**config.mk**
```make
export PLATFORM = sky130hd
export DESIGN_NAME = bas_ctrl
export DESIGN_NICKNAME = d
export VERILOG_FILES = /design/src/rtl/bas_pkg.sv /design/src/rtl/bas_ctrl.sv
export SDC_FILE = /design/constraint.sdc
export NUM_CORES = 1
export LEC_CHECK = 0
export BUFFER_PORTS_ARGS = -buffer_cell sky130_fd_sc_hd__clkbuf_2
export CELL_PAD_IN_SITES_DETAIL_PLACEMENT = 2
export CELL_PAD_IN_SITES_GLOBAL_PLACEMENT = 2
export CORE_UTILIZATION = 18
export DETAILED_ROUTE_END_ITERATION = 6
export PLACE_DENSITY_LB_ADDON = 0.08
export SETUP_SLACK_MARGIN = 0.02
export SYNTH_ARGS = -nofsm -noshare
export SYNTH_HDL_FRONTEND = slang
export SYNTH_SLANG_ARGS = --single-unit
export TNS_END_PERCENT = 20
```
**constraint.sdc**
```tcl
create_clock -name clock -period 1.49 [get_ports clock]
set_input_delay 0.149 -clock clock [delete_from_list [all_inputs] [get_ports clock]]
set_output_delay 0.149 -clock clock [all_outputs]
set_load 0.01 [all_outputs]
```
**src/rtl/bas_pkg.sv**
```systemverilog
// ----------------------------------------------------------------------------
// bas_pkg
// Sizes, codes and controller/datapath interface types of the bounded
// array store.
// ----------------------------------------------------------------------------
package bas_pkg;

   // Storage depth and the widths that follow from it.
   localparam int DEPTH = 256;
   localparam int IDX_W = $clog2(DEPTH);
   localparam int CNT_W = $clog2(DEPTH + 1);

   // Fixed field widths of the request and response.
   localparam int CMD_W       = 3;
   localparam int POS_W       = 9;
   localparam int DATA_W      = 32;
   localparam int STATUS_W    = 2;
   localparam int COUNT_OUT_W = 9;

   // Width used to compare a position against the count.
   localparam int CMP_W = (CNT_W > POS_W) ? CNT_W : POS_W;

   typedef enum logic [CMD_W-1:0] {
      OP_PUSH   = 3'd0,
      OP_POP    = 3'd1,
      OP_GET    = 3'd2,
      OP_SET    = 3'd3,
      OP_INSERT = 3'd4,
      OP_REMOVE = 3'd5
   } bas_op_type;

   typedef enum logic [STATUS_W-1:0] {
      ST_OK    = 2'd0,
      ST_RANGE = 2'd1,
      ST_FULL  = 2'd2
   } bas_status_type;

   typedef enum logic [2:0] {
      S_IDLE,
      S_DECODE,
      S_CAPTURE,
      S_SHIFT,
      S_FINISH
   } bas_state_type;

   // Commands from the controller to the datapath.
   typedef struct packed {
      logic           latch;       // capture the accepted request
      logic           st_load;     // load the result status
      bas_status_type st_val;
      logic           push_wr;     // write at the count, count up
      logic           set_wr;      // write at the position
      logic           rd_top;      // read the last entry, count down
      logic           rd_pos;      // read at the position
      logic           capture;     // take the read word as the result
      logic           shift_init;  // load the shift cursor
      logic           shift_step;  // one move of the shift pipeline
      logic           place;       // write at the position, count up
      logic           dec;         // count down
      logic           finish;      // load the response register
   } bas_ctl_type;

   // Status from the datapath to the controller.
   typedef struct packed {
      logic [CMD_W-1:0] op;
      logic             full;
      logic             empty;
      logic             pos_lt_count;
      logic             pos_gt_count;
      logic             shift_done;
      logic             rsp_free;
   } bas_stat_type;

endpackage

```
**src/rtl/bas_ctrl.sv**
```systemverilog
// ----------------------------------------------------------------------------
// bas_ctrl
// Sequencer of the bounded array store: decodes a request, runs the read,
// write or shift steps and hands the result to the response register.
// ----------------------------------------------------------------------------
module bas_ctrl (
   input  logic                 clock,
   input  logic                 reset,
   input  logic                 req_valid,
   output logic                 req_ready,
   input  bas_pkg::bas_stat_type stat,
   output bas_pkg::bas_ctl_type  ctl
);

   bas_pkg::bas_state_type state_ff;
   bas_pkg::bas_state_type state_in;

   // State register.
   always_ff @(posedge clock) begin
      if (reset) begin
         state_ff <= bas_pkg::S_IDLE;
      end else begin
         state_ff <= state_in;
      end
   end

   // Next state and commands.
   always_comb begin
      state_in  = state_ff;
      ctl       = '0;
      req_ready = (state_ff == bas_pkg::S_IDLE);
      unique case (state_ff)
         bas_pkg::S_IDLE: begin
            if (req_valid) begin
               ctl.latch = 1'b1;
               state_in  = bas_pkg::S_DECODE;
            end
         end
         bas_pkg::S_DECODE: begin
            ctl.st_load = 1'b1;
            ctl.st_val  = bas_pkg::ST_RANGE;
            state_in    = bas_pkg::S_FINISH;
            unique case (stat.op)
               bas_pkg::OP_PUSH: begin
                  if (stat.full) begin
                     ctl.st_val = bas_pkg::ST_FULL;
                  end else begin
                     ctl.st_val  = bas_pkg::ST_OK;
                     ctl.push_wr = 1'b1;
                  end
               end
               bas_pkg::OP_POP: begin
                  if (!stat.empty) begin
                     ctl.st_val = bas_pkg::ST_OK;
                     ctl.rd_top = 1'b1;
                     state_in   = bas_pkg::S_CAPTURE;
                  end
               end
               bas_pkg::OP_GET: begin
                  if (stat.pos_lt_count) begin
                     ctl.st_val = bas_pkg::ST_OK;
                     ctl.rd_pos = 1'b1;
                     state_in   = bas_pkg::S_CAPTURE;
                  end
               end
               bas_pkg::OP_SET: begin
                  if (stat.pos_lt_count) begin
                     ctl.st_val = bas_pkg::ST_OK;
                     ctl.set_wr = 1'b1;
                  end
               end
               bas_pkg::OP_INSERT: begin
                  // The range check comes before the full check.
                  if (stat.pos_gt_count) begin
                     ctl.st_val = bas_pkg::ST_RANGE;
                  end else if (stat.full) begin
                     ctl.st_val = bas_pkg::ST_FULL;
                  end else begin
                     ctl.st_val     = bas_pkg::ST_OK;
                     ctl.shift_init = 1'b1;
                     state_in       = bas_pkg::S_SHIFT;
                  end
               end
               bas_pkg::OP_REMOVE: begin
                  if (stat.pos_lt_count) begin
                     ctl.st_val     = bas_pkg::ST_OK;
                     ctl.shift_init = 1'b1;
                     state_in       = bas_pkg::S_SHIFT;
                  end
               end
               default: begin
                  // Unused codes report a range status and change nothing.
               end
            endcase
         end
         bas_pkg::S_CAPTURE: begin
            ctl.capture = 1'b1;
            state_in    = bas_pkg::S_FINISH;
         end
         bas_pkg::S_SHIFT: begin
            ctl.shift_step = 1'b1;
            if (stat.shift_done) begin
               if (stat.op == bas_pkg::OP_INSERT) begin
                  ctl.place = 1'b1;
               end else begin
                  ctl.dec = 1'b1;
               end
               state_in = bas_pkg::S_FINISH;
            end
         end
         bas_pkg::S_FINISH: begin
            if (stat.rsp_free) begin
               ctl.finish = 1'b1;
               state_in   = bas_pkg::S_IDLE;
            end
         end
         default: begin
            state_in = bas_pkg::S_IDLE;
         end
      endcase
   end

endmodule

```
Word level (Yosys, flattened, before mapping)
Index checks and enable logic that the tools add are counted.
{ "op_classes": {"addsub": 0, "n_mul": 0, "div_mod_pow": 0, "n_lt_le_gt_ge": 0, "eq_ne": 12, "shift": 0, "n_mux": 35, "n_bitwise": 0, "n_reduce_logical": 4} }
{ "op_table": {"columns": ["op", "n"], "rows": [
  ["$mux 3", 9],
  ["$mux 1", 18],
  ["$pmux 3 s5", 1],
  ["$eq 3x2->1 const B", 4],
  ["$pmux 3 s4", 1],
  ["$eq 3x3->1 const B", 3],
  ["$pmux 2 s4", 1],
  ["$mux 7", 1],
  ["$eq 3x1->1 const B", 2],
  ["$logic_not 3->1", 2],
  ["$mux 2", 3],
  ["$ne 2x2->1 const B", 3],
  ["$reduce_and 3->1", 1],
  ["$reduce_or 3->1", 1],
  ["$pmux 1 s2", 1]
]} }
{ "totals": {"ff_bits": 3, "latch_bits": 0, "ram_bits": 0, "mem_bits_ro": 0, "wordCells": 52, "n_memories": 0} }

Depth between registers and ports, before layout
Gate-level depths: netlist of the first run.
{ "logic_depth": {"depth_word": 4, "depth_mapped": 7, "mapped_depth_nobuf": 6} }

Least setup slack after synthesis of the first run
No wires, ideal clock.
{ "synth_timing": {"path_kind": "register to output", "start": "register state_ff[0]", "end": "output ctl[2] (netlist name)", "arrival_ns": 1.190, "slack_ns": 0.151, "stages_incl_launch_ff": 6, "n_path_buf": 1, "path_cell_list": "dfxtp_1 buf_2 nand2b_1 nor2_1 nand2_1 nor4_1"} }
{ "synth_lines": {"columns": ["element", "line_no", "rtl"], "rows": [
  ["start, declared", "bas_ctrl.sv:15", "bas_pkg::bas_state_type state_ff;"],
  ["start signal, assigned", "bas_ctrl.sv:21", "state_ff <= bas_pkg::S_IDLE;"],
  ["start signal, assigned", "bas_ctrl.sv:23", "state_ff <= state_in;"],
  ["end, declared", "bas_ctrl.sv:12", "output bas_pkg::bas_ctl_type ctl"]
]} }

==> results of run 1 <==
cell usage in the layout (no fill, tap or decap), drive strengths merged:
cell type  netlist  final
clkbuf           2     25
buf              2     13
nor2             8      8
nand2            8      8
nor3             7      7
inv              6      6
a21oi            4      4
o21ai            4      4
and2             3      3
a211oi           3      3
dfxtp            3      3
o221a            2      2
nor4             2      2
nand2b           2      2
or3              2      2
or2              1      1
nor2b            1      1
and3             1      1
o32ai            1      1
o2111a           1      1
nor3b            1      1
a211o            1      1
cell usage after synthesis:
cell / instances
o2111a_1: 1
inv_2: 3
nor3_1: 7
o21ai_1: 1
inv_1: 3
buf_2: 2
a211oi_1: 1
o32ai_1: 1
clkbuf_1: 2
or3_1: 2
and3_1: 1
or2_1: 1
o21ai_0: 3
a211o_1: 1
nand2b_1: 2
nor2b_1: 1
and2_1: 3
a21oi_1: 4
nor2_1: 8
nor4_1: 2
a211oi_2: 2
dfxtp_1: 3
nand2_1: 8
nor3b_1: 1
o221a_1: 2
per-stage QoR:
stage	power, mW	setup TNS [ps]	cell area, um2
final	0.451	-8.08	698
after global routing	0.481	-110	698
after CTS	0.455	-18.0	689
after detailed placement	0.282	0	608
after global placement	0.274	0	608
after floorplan	0.192	0	402
power by group through the flow:
stage	Sequential [mW]	Combinational [mW]	Clock [mW]
global route	0.0991	0.228	0.154
global placement	0.0951	0.179	0
detailed placement	0.0958	0.186	0
finish	0.0980	0.205	0.148
floorplan	0.0906	0.102	0
CTS	0.0979	0.205	0.152
final cells by class:
type / count / area (um2)
Fill cell: 263 / 1320
Multi-Input combinational cell: 52 / 359
Timing Repair Buffer: 34 / 190
Sequential cell: 3 / 66.3
Tap cell: 27 / 33.8
Clock buffer: 4 / 26.3
Inverter: 6 / 22.5
worst paths after layout:
kind	endpoint	startpoint	cells past startpoint	slack, ps
max	ctl[9]	state_ff[2]	4	-8
min	state_ff[1]	reset	2	110
max reg2reg	state_ff[2]	state_ff[2]	5	250
min reg2reg	state_ff[1]	state_ff[0]	4	660
critical path: cells and delay by family, from the launching register on:
family                 cells  cell delay [ps]
buffers and inverters      1              150
DFF                        1              320
and+or+nand+nor            3              650
metal layers:
| metal | share of wire, % | global-route usage (%) | wire length [um] |
|---|---|---|---|
| met4 | 0 | 2.94 | 0 |
| met2 | 49 | 25.8 | 890 |
| met5 | 0 | 0 | 0 |
| met1 | 49 | 21.9 | 883 |
| met3 | 2.2 | 0.935 | 40 |
repair_timing:
action                                  in CTS  in global routing
pin swaps                                    1                  1
setup buffers                                0                  0
endpoints found under the setup margin       8                  8
resized for setup                           13                  7
cell families (layout without fill, tap and decap cells):
logic type / Yosys count / after routing / share of synthesized area (%)
simple gates: 36 / 36 / 44.2
compound gates: 16 / 16 / 30.8
buf+inv: 10 / 44 / 9.97
flops: 3 / 3 / 15.0
==> flow_metrics.tcl, run 1 <==
set metrics [dict create \
    largest-register "state_ff" \
    vdd_drop_max_uv 373 \
    rsz0062_at_grt "true" \
    largest_register_ffs 3 \
    finalCritPeriodShare_pct 101 \
    ant_nets 0 \
    post-route-util_pct 34.5 \
    wl_per_cell_um 14.4 \
    ys_ff_latch 3 \
    rows 16 \
    layout_setup_ws_ps -8.08 \
    tightestPinTransition_ps 358 \
    clock-sinks 3 \
    maxCapViolCount 0 \
    grt_pass1_vias 580 \
    drtPass1Iterations 3 \
    netlist.area_leader.share_pct 15.0 \
    critPathLaunchType "flop" \
    netlist_area_um2 402 \
    synth_area_leaders "dfxtp_1 15%, nor3_1 8.7%, nand2_1 7.5%" \
    gp_congestion 0.705 \
    syn_inst 65 \
    drc_errors 0 \
    cts_root_buf "clkbuf_4" \
    core_um2 2020 \
    holdBufCountCts 0 \
    cp_slowest_cell "or3_4" \
    worstSetupEndpointType "primary output" \
    outcome "complete, but fails checks" \
    ys_seq_area_share_pct 15.0 \
    final_cells 126 \
    path_cells "nand2b_4 -> or3_4 -> nor3_2 -> buf_2" \
    cts_tree "yes" \
    grt_util_all_layers_pct 15.6 \
    critPathKind "reg -> out" \
    finalClockSkew_ps 5.83 \
    maxSlewHeadroom_pct 76.1 \
    critical_path_peak_fanout 3 \
    drive_gt1_share_pct 53.5 \
    top_regs "state_ff (3)" \
    combPwrFrac_pct 45.5 \
    violations "setup timing" \
    finalSetupViolCount 1 \
    p_leak_nw 0.323 \
    yosysUniqueCellTypes 25 \
    wirelength_mm 1.81 \
    hold_ws_ps 114 \
    dpl.hpwl_mm 1.43 \
    diodes 0 \
    p_clk_share_pct 32.7 \
    synth_top_cell_by_area "dfxtp_1" \
    synth_warnings 0 \
    arrival_ps 1350 \
    antenna_found_initial 0 \
    area_delta_synth_final_pct 73.8 \
    worstPathRequired_ps 1340 \
    start_util_pct 19.9 \
    p_switching_mw 0.170 \
    period_minus_slack_ps 1500 \
    vias 593 \
    die_h_um 49.2 \
    dp.cells 122 \
    worst_path_largest_cell_delay_ps 380 \
    first_iter_violations 6 \
    insertion_delay_ps 240 \
    clock.fmax_ghz 0.668 \
    portBuffers 26 \
    nets 112 \
    clkTransAtPathRegs_ps 40 \
    p_sw_share_pct 37.8 \
    final-max-slew-violation-count 0 \
    p_seq_share_pct 21.7 \
    via_per_inst 4.71 \
    hold_viol 0 \
    clockBufferDepth 2 \
    cts_made_buffers 3 \
    intPower_mw 0.281 \
    die_w_um 49.2 \
    io-pin-count 27 \
    grt_max_degree 12 \
    hold_class "in -> reg" \
    grt_pass1_wl_mm 2.95 \
    pre_cts_ws_ps 53.8 \
    power_density_nw_per_um2 646 \
    htree_levels 1 \
    avgSynthCellArea_um2 6.18 \
    design.die.area_um2 2420 \
    gr-total-overflow 0 \
    syn_nets 77 \
]
No activity file was read; power rests on OpenSTA's default activity.
==> run 2: changes to the inputs <==
--- a/config.mk
+++ b/config.mk
@@ -10,7 +10,7 @@
 export CELL_PAD_IN_SITES_GLOBAL_PLACEMENT = 2
 export CORE_UTILIZATION = 18
 export DETAILED_ROUTE_END_ITERATION = 6
-export PLACE_DENSITY_LB_ADDON = 0.08
+export PLACE_DENSITY_LB_ADDON = 0.1
 export SETUP_SLACK_MARGIN = 0.02
 export SYNTH_ARGS = -nofsm -noshare
 export SYNTH_HDL_FRONTEND = slang
==> flow_metrics.tcl, run 2 (synthesis results as in run 1) <==
set metrics [dict create \
    outcome "complete, but fails checks" \
    violations "setup timing" \
    period_minus_slack_ps 1490 \
    ant_nets 0 \
    place_area_um2 593 \
    dpl.hpwl_mm 1.30 \
    start_util_pct 19.9 \
    maxSlewHeadroom_pct 77.0 \
    vias 581 \
    path_cells "nand2b_4 -> or3_4 -> nor3_2 -> buf_2" \
    grt_pass1_wl_mm 2.94 \
    seq_area_um2 63.8 \
    worstSetupEndpointType "primary output" \
    grt_max_degree 12 \
    top_regs "state_ff (3)" \
    final-max-slew-violation-count 0 \
    final_cells 124 \
    largest-register "state_ff" \
    first_iter_violations 6 \
    critPathLaunchType "flop" \
    crit_end "ctl[9]" \
    gr-total-overflow 0 \
    cts_made_buffers 3 \
    post-cts-setup-buffer-count 0 \
    tightestPinTransition_ps 344 \
    cts_root_buf "clkbuf_4" \
    core_um2 2020 \
    maxCapViolCount 0 \
    drtPass1Iterations 4 \
    hold_ws_ps 118 \
    rows 16 \
    multi_input_area_um2 363 \
    r2r_start "state_ff[2]" \
    reg2reg_setup_slack_ps 270 \
    worstPathRequired_ps 1340 \
    critPathKind "reg -> out" \
    hold_class "in -> reg" \
    fin_setup_tns_ps -3.27 \
    drive_gt1_share_pct 54.6 \
    p_sw_share_pct 37.7 \
    drc_errors 0 \
    clock-sinks 3 \
    via_per_inst 4.69 \
    rsz0062_at_grt "true" \
    p_switching_mw 0.166 \
    clockBufferDepth 2 \
    power_density_nw_per_um2 645 \
    cp_slowest_cell "or3_4" \
    diodes 0 \
    antenna_found_initial 0 \
    worstSetupStartpoint "state_ff[2]" \
    design.die.area_um2 2420 \
    vdd_drop_max_uv 237 \
    final_area_um2 684 \
    worst_path_largest_cell_delay_ps 380 \
    finalClockSkew_ps 2.72 \
    nets 110 \
    area_delta_synth_final_pct 70.4 \
    r2r_end "state_ff[2]" \
    critical_path_peak_fanout 3 \
    final_common_cell "clkbuf_2" \
    p_seq_share_pct 21.8 \
    intPower_mw 0.275 \
    final_cell_mix "21 x clkbuf_2, 7 x nand2_1, 6 x buf_4" \
    largest_register_ffs 3 \
    gp_congestion 0.709 \
    p_leak_nw 0.314 \
    die_h_um 49.2 \
    grt_util_all_layers_pct 15.6 \
    hold_viol 0 \
    arrival_ps 1340 \
    finalSetupViolCount 1 \
    die_w_um 49.2 \
    wirelength_mm 1.65 \
    finalCritPeriodShare_pct 100 \
    grt_pass1_vias 623 \
    io-pin-count 27 \
    dp.cells 120 \
    wl_per_cell_um 13.3 \
    fill_cells 252 \
    htree_levels 1 \
    combPwrFrac_pct 44.5 \
    clock.fmax_ghz 0.670 \
    cts_tree "yes" \
    insertion_delay_ps 240 \
    layout_setup_ws_ps -3.27 \
    clkTransAtPathRegs_ps 40 \
    reg2regPathDepth 5 \
    p_total_mw 0.441 \
    portBuffers 26 \
    p_clk_share_pct 33.8 \
]
## run 2: timing repair
action                     CTS  global route
gates cloned                 0             0
hold buffers                 0             0
pin swaps                    1             2
gates resized for setup     10            11
setup endpoints to repair    7             9
hold endpoints to repair     0             0
## run 2: worst min-delay path by stage
stage	startpoint	to	slack, ps	cells after the start
CTS	reset	state_ff[1]	110	2
finish	reset	state_ff[1]	120	2
floorplan	reset	state_ff[1]	220	1
global placement	reset	state_ff[1]	360	2
global route	reset	state_ff[1]	120	2
detailed placement	reset	state_ff[1]	370	2
## run 2: routing by layer
layer	up-vias	wire length, um	track usage, %
met2	15	781	25.1
met1	271	807	20.2
met5	-	0	0
met3	2	45	2.18
met4	0	17	7.35
li1	293	-	-
## run 2: metrics by stage
step | utilization (%) | worst slack, ps
detailed placement | 29.3 | 58.1
global placement | 29.3 | 83.7
floorplan | - | 151
CTS | 32.7 | 0.864
finish | 33.8 | -3.27
global route | 33.8 | -66.4
## run 2: critical path, delay by kind of cell, from the launching register on
kind          cells  cell delay, ps
simple gates      3             640
flops             1             310
buf+inv           1             150
## run 2: power by group through the flow
stage / registers, mW / clock network [mW] / logic, mW
after floorplan: 0.0906 / 0 / 0.102
after global placement: 0.0939 / 0 / 0.171
after detailed placement: 0.0941 / 0 / 0.174
after CTS: 0.0957 / 0.154 / 0.189
after global routing: 0.0970 / 0.163 / 0.218
final: 0.0961 / 0.149 / 0.196
## run 2: area by class of cell
| type | instances | area share [%] |
|---|---|---|
| sequential | 3 | 9.32 |
| clock buffer | 4 | 3.84 |
| multi-input combinational | 52 | 53.0 |
| tap | 27 | 4.94 |
| inverter | 6 | 3.29 |
| timing repair buffer | 32 | 25.6 |
